===== config.mk =====
export PLATFORM = sky130hd
export DESIGN_NAME = rmth_ctrl
export DESIGN_NICKNAME = d
export VERILOG_FILES = /design/src/rtl/running_median_two_heaps_core_assert.svh /design/src/rtl/rmth_pkg.sv /design/src/rtl/rmth_ctrl.sv
export SDC_FILE = /design/constraint.sdc
export NUM_CORES = 1
export LEC_CHECK = 0
export ABC_AREA = 1
export BUFFER_PORTS_ARGS = -buffer_cell sky130_fd_sc_hd__buf_2
export CAP_MARGIN = 15
export CORE_ASPECT_RATIO = 0.75
export CORE_MARGIN = 8
export CORE_UTILIZATION = 24
export DETAILED_ROUTE_END_ITERATION = 6
export GPL_TIMING_DRIVEN = 0
export SLEW_MARGIN = 5
export SYNTH_ARGS = -nofsm -noshare
export SYNTH_HDL_FRONTEND = slang
export SYNTH_SLANG_ARGS = --single-unit

===== constraint.sdc =====
create_clock -name clk_i -period 9.7 [get_ports clk_i]
set_input_delay 2.425 -clock clk_i [delete_from_list [all_inputs] [get_ports clk_i]]
set_output_delay 2.425 -clock clk_i [all_outputs]
set_load 0.02 [all_outputs]

===== src/rtl/running_median_two_heaps_core_assert.svh =====
// assertion macros for the running median core
`ifndef RUNNING_MEDIAN_TWO_HEAPS_CORE_ASSERT_SVH
`define RUNNING_MEDIAN_TWO_HEAPS_CORE_ASSERT_SVH
`ifndef NO_ASSERTIONS
`define RM_ASSERT_IMPL(lbl, clk, rstn, prop) \
  lbl: assert property (@(posedge clk) disable iff (!rstn) prop) \
    else $error("assertion failed");
`define RM_ASSERT_NEXT(lbl, clk, rstn, pre, post) \
  lbl: assert property (@(posedge clk) disable iff (!rstn) (pre) |=> (post)) \
    else $error("assertion failed");
`else
`define RM_ASSERT_IMPL(lbl, clk, rstn, prop)
`define RM_ASSERT_NEXT(lbl, clk, rstn, pre, post)
`endif
`endif


===== src/rtl/rmth_pkg.sv =====
`default_nettype none
package rmth_pkg;
  localparam int unsigned HeapDepth = 512;
  localparam int unsigned AddrW = $clog2(HeapDepth);
  localparam int unsigned CntW = $clog2(HeapDepth + 1);

  typedef struct packed {
    logic signed [31:0] value;
    logic               restart;
  } in_word_t;

  typedef struct packed {
    logic signed [31:0] median;
    logic               rejected;
  } out_word_t;

  typedef enum logic [2:0] {
    OP_NONE, OP_LOAD_KEY, OP_KEY_RD, OP_KEY_B, OP_LOAD_A, OP_LOAD_B
  } op_e;

  // command from controller to datapath
  typedef struct packed {
    logic             sel_upper;
    logic             mem_rd;
    logic [AddrW-1:0] rd_addr;
    logic             mem_wr;
    logic [AddrW-1:0] wr_addr;
    logic [1:0]       wr_src;
    op_e              op;
  } cmd_t;

  localparam logic [1:0] SrcKey = 2'd0;
  localparam logic [1:0] SrcA   = 2'd1;
  localparam logic [1:0] SrcRd  = 2'd2;

  typedef struct packed {
    logic signed [31:0] rd_data;
    logic signed [31:0] key;
    logic signed [31:0] reg_a;
  } stat_t;
endpackage
`default_nettype wire


===== src/rtl/rmth_ctrl.sv =====
`default_nettype none
module rmth_ctrl (
  input  wire logic                clk_i,
  input  wire logic                rst_ni,
  input  wire logic                in_valid_i,
  output logic                     in_ready_o,
  input  wire logic                in_restart_i,
  output logic                     out_valid_o,
  input  wire logic                out_ready_i,
  output rmth_pkg::out_word_t      out_word_o,
  output rmth_pkg::cmd_t           cmd_o,
  input  wire rmth_pkg::stat_t     stat_i,
  output logic [rmth_pkg::CntW-1:0] lo_cnt_o,
  output logic [rmth_pkg::CntW-1:0] up_cnt_o
);
  localparam int unsigned AW = rmth_pkg::AddrW;
  localparam int unsigned CW = rmth_pkg::CntW;
  localparam logic [CW-1:0] Full = CW'(rmth_pkg::HeapDepth);

  localparam logic [3:0] S_IDLE    = 4'd0;
  localparam logic [3:0] S_TOP     = 4'd1;
  localparam logic [3:0] S_PUSHW   = 4'd2;
  localparam logic [3:0] S_PUSHCMP = 4'd3;
  localparam logic [3:0] S_POPTOP  = 4'd4;
  localparam logic [3:0] S_POPLST  = 4'd5;
  localparam logic [3:0] S_POPKEY  = 4'd6;
  localparam logic [3:0] S_SDW     = 4'd7;
  localparam logic [3:0] S_SDR1    = 4'd8;
  localparam logic [3:0] S_SDC     = 4'd9;
  localparam logic [3:0] S_XFER    = 4'd10;
  localparam logic [3:0] S_MEDRD   = 4'd11;
  localparam logic [3:0] S_MEDW    = 4'd12;
  localparam logic [3:0] S_OUT     = 4'd13;

  logic [3:0]    st_q, st_d;
  logic [CW-1:0] lo_q, lo_d, up_q, up_d, n_q, n_d;
  logic [AW-1:0] i_q, i_d, c_q, c_d, par, bidx;
  logic          side_q, side_d, bal_q, bal_d, rej_q, rej_d;
  logic          out_v_q, out_v_d;
  logic signed [31:0] med_q, med_d, best;
  logic [CW:0]   ch1, ch2;
  logic          right_wins, child_wins, fin_push;

  // side 0 is lower max-heap
  function automatic logic above(input logic upper, input logic signed [31:0] x,
                                 input logic signed [31:0] y);
    above = upper ? (x < y) : (x > y);
  endfunction

  assign par = (i_q - AW'(1)) >> 1;
  assign ch1 = (CW+1)'({i_q, 1'b1});
  assign ch2 = (CW+1)'(c_q) + (CW+1)'(1);
  assign right_wins = above(side_q, stat_i.rd_data, stat_i.reg_a);
  assign best = right_wins ? stat_i.rd_data : stat_i.reg_a;
  assign bidx = right_wins ? c_q + AW'(1) : c_q;
  assign child_wins = above(side_q, best, stat_i.key);

  assign in_ready_o = (st_q == S_IDLE);
  assign out_valid_o = out_v_q;
  assign out_word_o.median = med_q;
  assign out_word_o.rejected = rej_q;
  assign lo_cnt_o = lo_q;
  assign up_cnt_o = up_q;

  always_comb begin
    st_d = st_q; lo_d = lo_q; up_d = up_q; n_d = n_q; i_d = i_q; c_d = c_q;
    side_d = side_q; bal_d = bal_q; rej_d = rej_q; out_v_d = out_v_q; med_d = med_q;
    fin_push = 1'b0;
    cmd_o = '0;
    cmd_o.sel_upper = side_q;
    cmd_o.op = rmth_pkg::OP_NONE;
    cmd_o.wr_src = rmth_pkg::SrcKey;
    case (st_q)
      S_IDLE: begin
        if (in_valid_i) begin
          cmd_o.op = rmth_pkg::OP_LOAD_KEY;
          if (in_restart_i) begin
            lo_d = '0; up_d = '0;
          end
          if (!in_restart_i && lo_q == Full) begin
            rej_d = 1'b1; st_d = S_MEDRD;
          end else begin
            rej_d = 1'b0; bal_d = 1'b0;
            if (in_restart_i || lo_q == '0) begin
              side_d = 1'b0; i_d = '0; lo_d = CW'(1); st_d = S_PUSHW;
            end else begin
              cmd_o.sel_upper = 1'b0; cmd_o.mem_rd = 1'b1; cmd_o.rd_addr = '0;
              st_d = S_TOP;
            end
          end
        end
      end
      S_TOP: begin
        if ($signed(stat_i.key) < $signed(stat_i.rd_data)) begin
          side_d = 1'b0; i_d = lo_q[AW-1:0]; lo_d = lo_q + CW'(1);
        end else begin
          side_d = 1'b1; i_d = up_q[AW-1:0]; up_d = up_q + CW'(1);
        end
        st_d = S_PUSHW;
      end
      // sift up: key held, i is hole
      S_PUSHW: begin
        if (i_q == '0) begin
          cmd_o.mem_wr = 1'b1; cmd_o.wr_addr = i_q;
          fin_push = 1'b1;
        end else begin
          c_d = par;
          cmd_o.mem_rd = 1'b1; cmd_o.rd_addr = par;
          st_d = S_PUSHCMP;
        end
      end
      S_PUSHCMP: begin
        cmd_o.mem_wr = 1'b1; cmd_o.wr_addr = i_q;
        if (above(side_q, stat_i.key, stat_i.rd_data)) begin
          cmd_o.wr_src = rmth_pkg::SrcRd;
          i_d = c_q;
          st_d = S_PUSHW;
        end else begin
          fin_push = 1'b1;
        end
      end
      // pop: top goes to b, last becomes the sift key
      S_POPTOP: begin
        cmd_o.mem_rd = 1'b1; cmd_o.rd_addr = '0; st_d = S_POPLST;
      end
      S_POPLST: begin
        cmd_o.op = rmth_pkg::OP_LOAD_B;
        if (n_q == '0) begin
          st_d = S_XFER;
        end else begin
          cmd_o.mem_rd = 1'b1; cmd_o.rd_addr = n_q[AW-1:0]; st_d = S_POPKEY;
        end
      end
      S_POPKEY: begin
        cmd_o.op = rmth_pkg::OP_KEY_RD; i_d = '0; st_d = S_SDW;
      end
      // sift down: key held, i is hole
      S_SDW: begin
        if (ch1 >= {1'b0, n_q}) begin
          cmd_o.mem_wr = 1'b1; cmd_o.wr_addr = i_q; st_d = S_XFER;
        end else begin
          cmd_o.mem_rd = 1'b1; cmd_o.rd_addr = ch1[AW-1:0]; c_d = ch1[AW-1:0];
          st_d = S_SDR1;
        end
      end
      S_SDR1: begin
        cmd_o.op = rmth_pkg::OP_LOAD_A;
        if (ch2 < {1'b0, n_q}) begin
          cmd_o.mem_rd = 1'b1; cmd_o.rd_addr = c_q + AW'(1);
        end
        st_d = S_SDC;
      end
      S_SDC: begin
        cmd_o.mem_wr = 1'b1; cmd_o.wr_addr = i_q;
        if (child_wins) begin
          cmd_o.wr_src = right_wins ? rmth_pkg::SrcRd : rmth_pkg::SrcA;
          i_d = bidx; st_d = S_SDW;
        end else begin
          st_d = S_XFER;
        end
      end
      // push popped top onto the other heap
      S_XFER: begin
        cmd_o.op = rmth_pkg::OP_KEY_B;
        side_d = !side_q;
        if (side_q) begin
          i_d = lo_q[AW-1:0]; lo_d = lo_q + CW'(1);
        end else begin
          i_d = up_q[AW-1:0]; up_d = up_q + CW'(1);
        end
        st_d = S_PUSHW;
      end
      S_MEDRD: begin
        cmd_o.sel_upper = 1'b0; cmd_o.mem_rd = 1'b1; cmd_o.rd_addr = '0; st_d = S_MEDW;
      end
      S_MEDW: begin
        med_d = stat_i.rd_data; out_v_d = 1'b1; st_d = S_OUT;
      end
      S_OUT: begin
        if (out_ready_i) begin
          out_v_d = 1'b0; st_d = S_IDLE;
        end
      end
      default: begin
        st_d = S_IDLE;
      end
    endcase
    if (fin_push) begin
      st_d = S_MEDRD;
      if (!bal_q) begin
        if (lo_q < up_q) begin
          bal_d = 1'b1; side_d = 1'b1; n_d = up_q - CW'(1); up_d = up_q - CW'(1);
          st_d = S_POPTOP;
        end else if (lo_q > up_q + CW'(1)) begin
          bal_d = 1'b1; side_d = 1'b0; n_d = lo_q - CW'(1); lo_d = lo_q - CW'(1);
          st_d = S_POPTOP;
        end
      end
    end
  end

  always_ff @(posedge clk_i or negedge rst_ni) begin
    if (!rst_ni) begin
      st_q <= S_IDLE; lo_q <= '0; up_q <= '0; n_q <= '0; i_q <= '0; c_q <= '0;
      side_q <= 1'b0; bal_q <= 1'b0; rej_q <= 1'b0; out_v_q <= 1'b0;
    end else begin
      st_q <= st_d; lo_q <= lo_d; up_q <= up_d; n_q <= n_d; i_q <= i_d; c_q <= c_d;
      side_q <= side_d; bal_q <= bal_d; rej_q <= rej_d; out_v_q <= out_v_d;
    end
  end

  always_ff @(posedge clk_i) begin
    med_q <= med_d;
  end
endmodule
`default_nettype wire


==> results by stage <==
Status:
- The flow ran to the end, and the final reports show no timing, DRC or antenna violations.

STA:
- Headroom to the max-slew limit came out at a little under half.
- The worst path uses a little over nine tenths of the clock period.
- The count of final setup violators is 0.
- For the pin with the worst max-slew slack, the measured transition is slightly above 800 ps.
- The number of slew-limit violations in the final report came to 0.
- The clock period minus final worst setup slack is around 9200 ps.
- Setup repair after global routing left no endpoint under its margin.
- The final worst setup slack is between 400 and 500 ps.
- The final number of hold-violating endpoints is 0.
- On the final layout, the worst clock skew is ~8.3 ps.
- The tightest hold path in the finished design has a slack of 486 ps.
- Timing would allow up to 109 MHz.
- The final total negative setup slack is 0 ps.

Yosys:
- The synthesized netlist contains 46 unique library cells.
- The portion of the post-synthesis area used by sequential elements is around a quarter.
- The Yosys step of the flow raised 0 warnings.
- The most used flip-flop cell after synthesis is sky130_fd_sc_hd__dfrtp_1.
- The number of nets handed over by synthesis was 1,721.
- sky130_fd_sc_hd__ha_1 takes more of the synthesized area than any other cell.
- Counting instances in the post-synthesis netlist gives the leading cell types as sky130_fd_sc_hd__nand2_1 (381), sky130_fd_sc_hd__inv_1 (236), sky130_fd_sc_hd__ha_1 (141).
- The area share of the largest cell type after synthesis is 17.7%.
- The count of flip-flops with a built-in enable after synthesis is 32.
- The share of synthesized cell area in full adder, half adder and majority cells is 17.7%.
- The mapped netlist covers between 0.009 and 0.01 mm².
- The share of synthesized cell area in and, or, nand and nor gates is about 29%.
- Yosys instantiated no cell more often than sky130_fd_sc_hd__nand2_1.
- The register bit total from synthesis is a little under 90.
- In this run the mean area of a mapped cell was between 6 and 7 µm².
- By area, the combinational part of the netlist is dominated by simple AND/OR/NAND/NOR gates.
- The synthesized netlist cell count is between 1,000 and 1,500.
- The multiplexer share of the synthesized area is 0%.
- Counting flops with an async set or reset pin after synthesis yields a share of a little under two thirds.
- The synthesized netlist devotes between 10% and 20% of its cell area to compound gates.
- The xor/xnor share of the synthesized area is ~3.3%.
- Yosys attributes the largest share of cell area to sky130_fd_sc_hd__ha_1 (18%), sky130_fd_sc_hd__nand2_1 (14%), sky130_fd_sc_hd__dfrtp_1 (14%), sky130_fd_sc_hd__edfxtp_1 (9.7%), sky130_fd_sc_hd__inv_1 (8.9%).

GRT:
- The pin count of the biggest net entering global routing is 57.
- The via count of the first global-routing pass was between 10,000 and 15,000.
- The number of antenna violations at the first check in global routing is 0.
- The global-route total usage across every layer is around 15%.
- Summed over all layers, the global routing overflow is 0.
- The wire length of the first global-routing pass is 57,300 µm.

Power and ir drop:
- In this run switching power makes up between 50% and 60% of total power.
- Internal power comes to about 1.4 mW.
- Per report_power, the combinational group accounts for between 60 and 70% of the total.
- VDD sags by at most roughly 0.14 mV.
- Dividing total power by cell area gives a power density of approximately 290 mW/mm².
- The fraction of power consumed by the clock network is ~11%.
- The power share of the sequential group is between 20% and 30%.
- Summed over all nets, the switching power comes to 1.98 mW.
- The leakage power figure is 6.23 nW.

Floorplan:
- The height of the die is between 150 and 200 µm.
- The I/O pin total is around 180.
- The number of standard-cell rows in the floorplan is between 60 and 70.
- In this run the standard cell core region covers ~0.04 mm².
- The area enclosed by the die boundary is between 0.04 and 0.05 mm².
- The floorplan step set the die width to roughly 250 µm.
- For this configuration, the core starts out at a cell density of approximately a quarter.

Setup path:
- STA classifies the critical path startpoint as an input port.
- The endpoint identified for the worst register-to-register timing path is st_q[0].
- At the worst endpoint, the required time is 7280 ps.
- The highest net fanout along the worst path is 10.
- In this design, the critical path's most frequently occurring cell is sky130_fd_sc_hd__nand2_1.
- On the critical path, the stage with the largest delay is an instance of sky130_fd_sc_hd__ha_1.
- The largest single stage delay on the critical path is 380 ps.
- The buffers plus inverters on the worst setup path is 5.
- The critical path start-end classification is input port to primary output.
- The worst register-to-register path has a depth of 18.
- In this run the critical register-to-register path is launched from up_cnt_o[2].
- STA classifies the critical path endpoint as a primary output.
- In this design, the largest share of critical-path delay is due to simple AND/OR/NAND/NOR gates.
- The flop-to-flop setup slack is between 5000 and 6000 ps.
- Data on the critical path arrives at its endpoint at a little under 7000 ps.

Final layout:
- The layout-stage area growth over the synthesis result is 19.9%.
- 0 antenna diodes ended up in the layout.
- Leaving out filler cells and counting taps, the final layout contains approximately 2,200.
- Of the cells placed in the final design, the portion with a size suffix greater than 1 is 15.7%.
- The number of nets in the layout is roughly 1,900.

Placement:
- The routability-driven placement congestion ratio is between 0.9 and 1.
- The count of buffers inserted at the top-level ports is between 150 and 200.
- At the placement stage, the worst setup path has a slack of -464 ps.
- The number of placed instances, taps included, is roughly 2,200.
- After legalization and detailed placement, the total HPWL measured approximately 31,000 µm.

Min path:
- The endpoint of the worst hold-timing path is out_valid_o.
- The kind of path behind the tightest hold check is flip-flop to flip-flop.
- The count of cells along the worst hold path is 2.
- The startpoint of the lowest-slack hold path is out_valid_o.

Clocking:
- At the later pin of the worst-skew pair, clock insertion delay measures between 300 and 400 ps.
- The number of clock sinks is between 80 and 90.
- TritonCTS built the clock tree.
- In this run, CTS created clock tree buffers numbering 9.
- Buffers inserted to repair hold after CTS numbered 0.
- The H-tree depth reported by CTS is 3.
- In this run the clock root is driven by a sky130_fd_sc_hd__clkbuf_16.
- Counting along the longest clock path gives a buffer depth of 2.
- Clock-pin slew was measured on the worst setup and hold paths at around 70 ps.

Route:
- The number of nets still failing antenna checks after routing is 0.
- The per-cell routed wire length is about 17 µm.
- The via total after detailed routing is between 10,000 and 15,000.
- The routed via count divided by cell count is 4.85.
- The first-iteration detailed-routing DRC count is about 950.
- The sum of routed wire length over all layers is around 37,000 µm.
- The first detailed-routing pass took 5 iterations.
- The number of remaining DRC errors is 0.

Run:
- The max-capacitance violation count is 0.
## through the flow
stage	cell area [µm²]	util, %	total power, mW
floorplan	9950	-	2.22
global placement	11500	28.2	2.95
detailed placement	11600	28.3	2.99
CTS	11900	29.1	3.40
global route	11900	29.2	3.72
finish	11900	29.2	3.43
## metal layers
| metal | up-vias | wire (µm) | global-route usage (%) | share of wire, % |
|---|---|---|---|---|
| li1 | 5251 | - | - | - |
| met1 | 4972 | 17700 | 21.2 | 47 |
| met2 | 433 | 15800 | 22.7 | 42 |
| met3 | 39 | 3430 | 4.20 | 9.2 |
| met4 | 0 | 575 | 3.75 | 1.5 |
| met5 | - | 0 | 0 | 0 |
## worst max path at each step
stage	from	to	slack (ps)	depth (start not counted)
floorplan	stat_i[31]	cmd_o[3]	1490	28
global placement	stat_i[31]	cmd_o[3]	-450	30
detailed placement	stat_i[31]	cmd_o[4]	-460	30
CTS	stat_i[31]	cmd_o[3]	3	30
global route	stat_i[31]	cmd_o[3]	30	30
finish	stat_i[31]	cmd_o[3]	480	30
## flip-flops by register name (all words and copies together), names as in the netlist
name         count
lo_cnt_o        10
rej_q            1
med_q           32
bal_q            1
c_q              9
up_cnt_o        10
st_q             4
out_valid_o      1
i_q              9
side_q           1
n_q             10
## kinds of logic after synthesis
kind of cell | count (synthesis)
compound gates | 266
xor+xnor | 37
fa+ha+maj | 141
buf+inv | 280
flops | 88
simple gates | 667
## tightest hold or removal path: stages, from the launching register on
cell                      delay [ps]
sky130_fd_sc_hd__dfrtp_1         340
sky130_fd_sc_hd__nand2_1          50
sky130_fd_sc_hd__o21ai_0          60
## power by group through the flow
stage | registers, mW | clock network, mW | logic [mW]
after floorplan | 0.648 | 0 | 1.58
after global placement | 0.681 | 0 | 2.27
after detailed placement | 0.682 | 0 | 2.31
after CTS | 0.675 | 0.393 | 2.33
after global routing | 0.696 | 0.405 | 2.62
final | 0.685 | 0.381 | 2.36
## area by class of cell
class	instances	area, µm²
repair buffers	182	938
clock buffers	9	225
inverters	243	912
well taps	528	661
flip-flops and latches	88	2360
plain buffers	37	210
clock inverters	7	75.1
multi-input cells	1111	6550
fillers	4510	28900
## cell usage in the layout, fill, tap and decap left out, types with 32 or more instances in the layout
master	netlist	routed
sky130_fd_sc_hd__xor2_1	32	32
sky130_fd_sc_hd__a21oi_1	82	81
sky130_fd_sc_hd__edfxtp_1	32	32
sky130_fd_sc_hd__nand3_1	77	76
sky130_fd_sc_hd__dfrtp_1	56	56
sky130_fd_sc_hd__nor2_1	134	131
sky130_fd_sc_hd__ha_1	141	140
sky130_fd_sc_hd__buf_2	12	189
sky130_fd_sc_hd__nand2_1	381	381
sky130_fd_sc_hd__o21ai_0	105	105
sky130_fd_sc_hd__inv_1	236	236
## what timing repair did
action,CTS,global route
setup endpoints to repair,2,2
setup buffers,0,1
pin swaps,0,1
resized for setup,6,14
No activity file was read; power rests on OpenSTA's default activity.
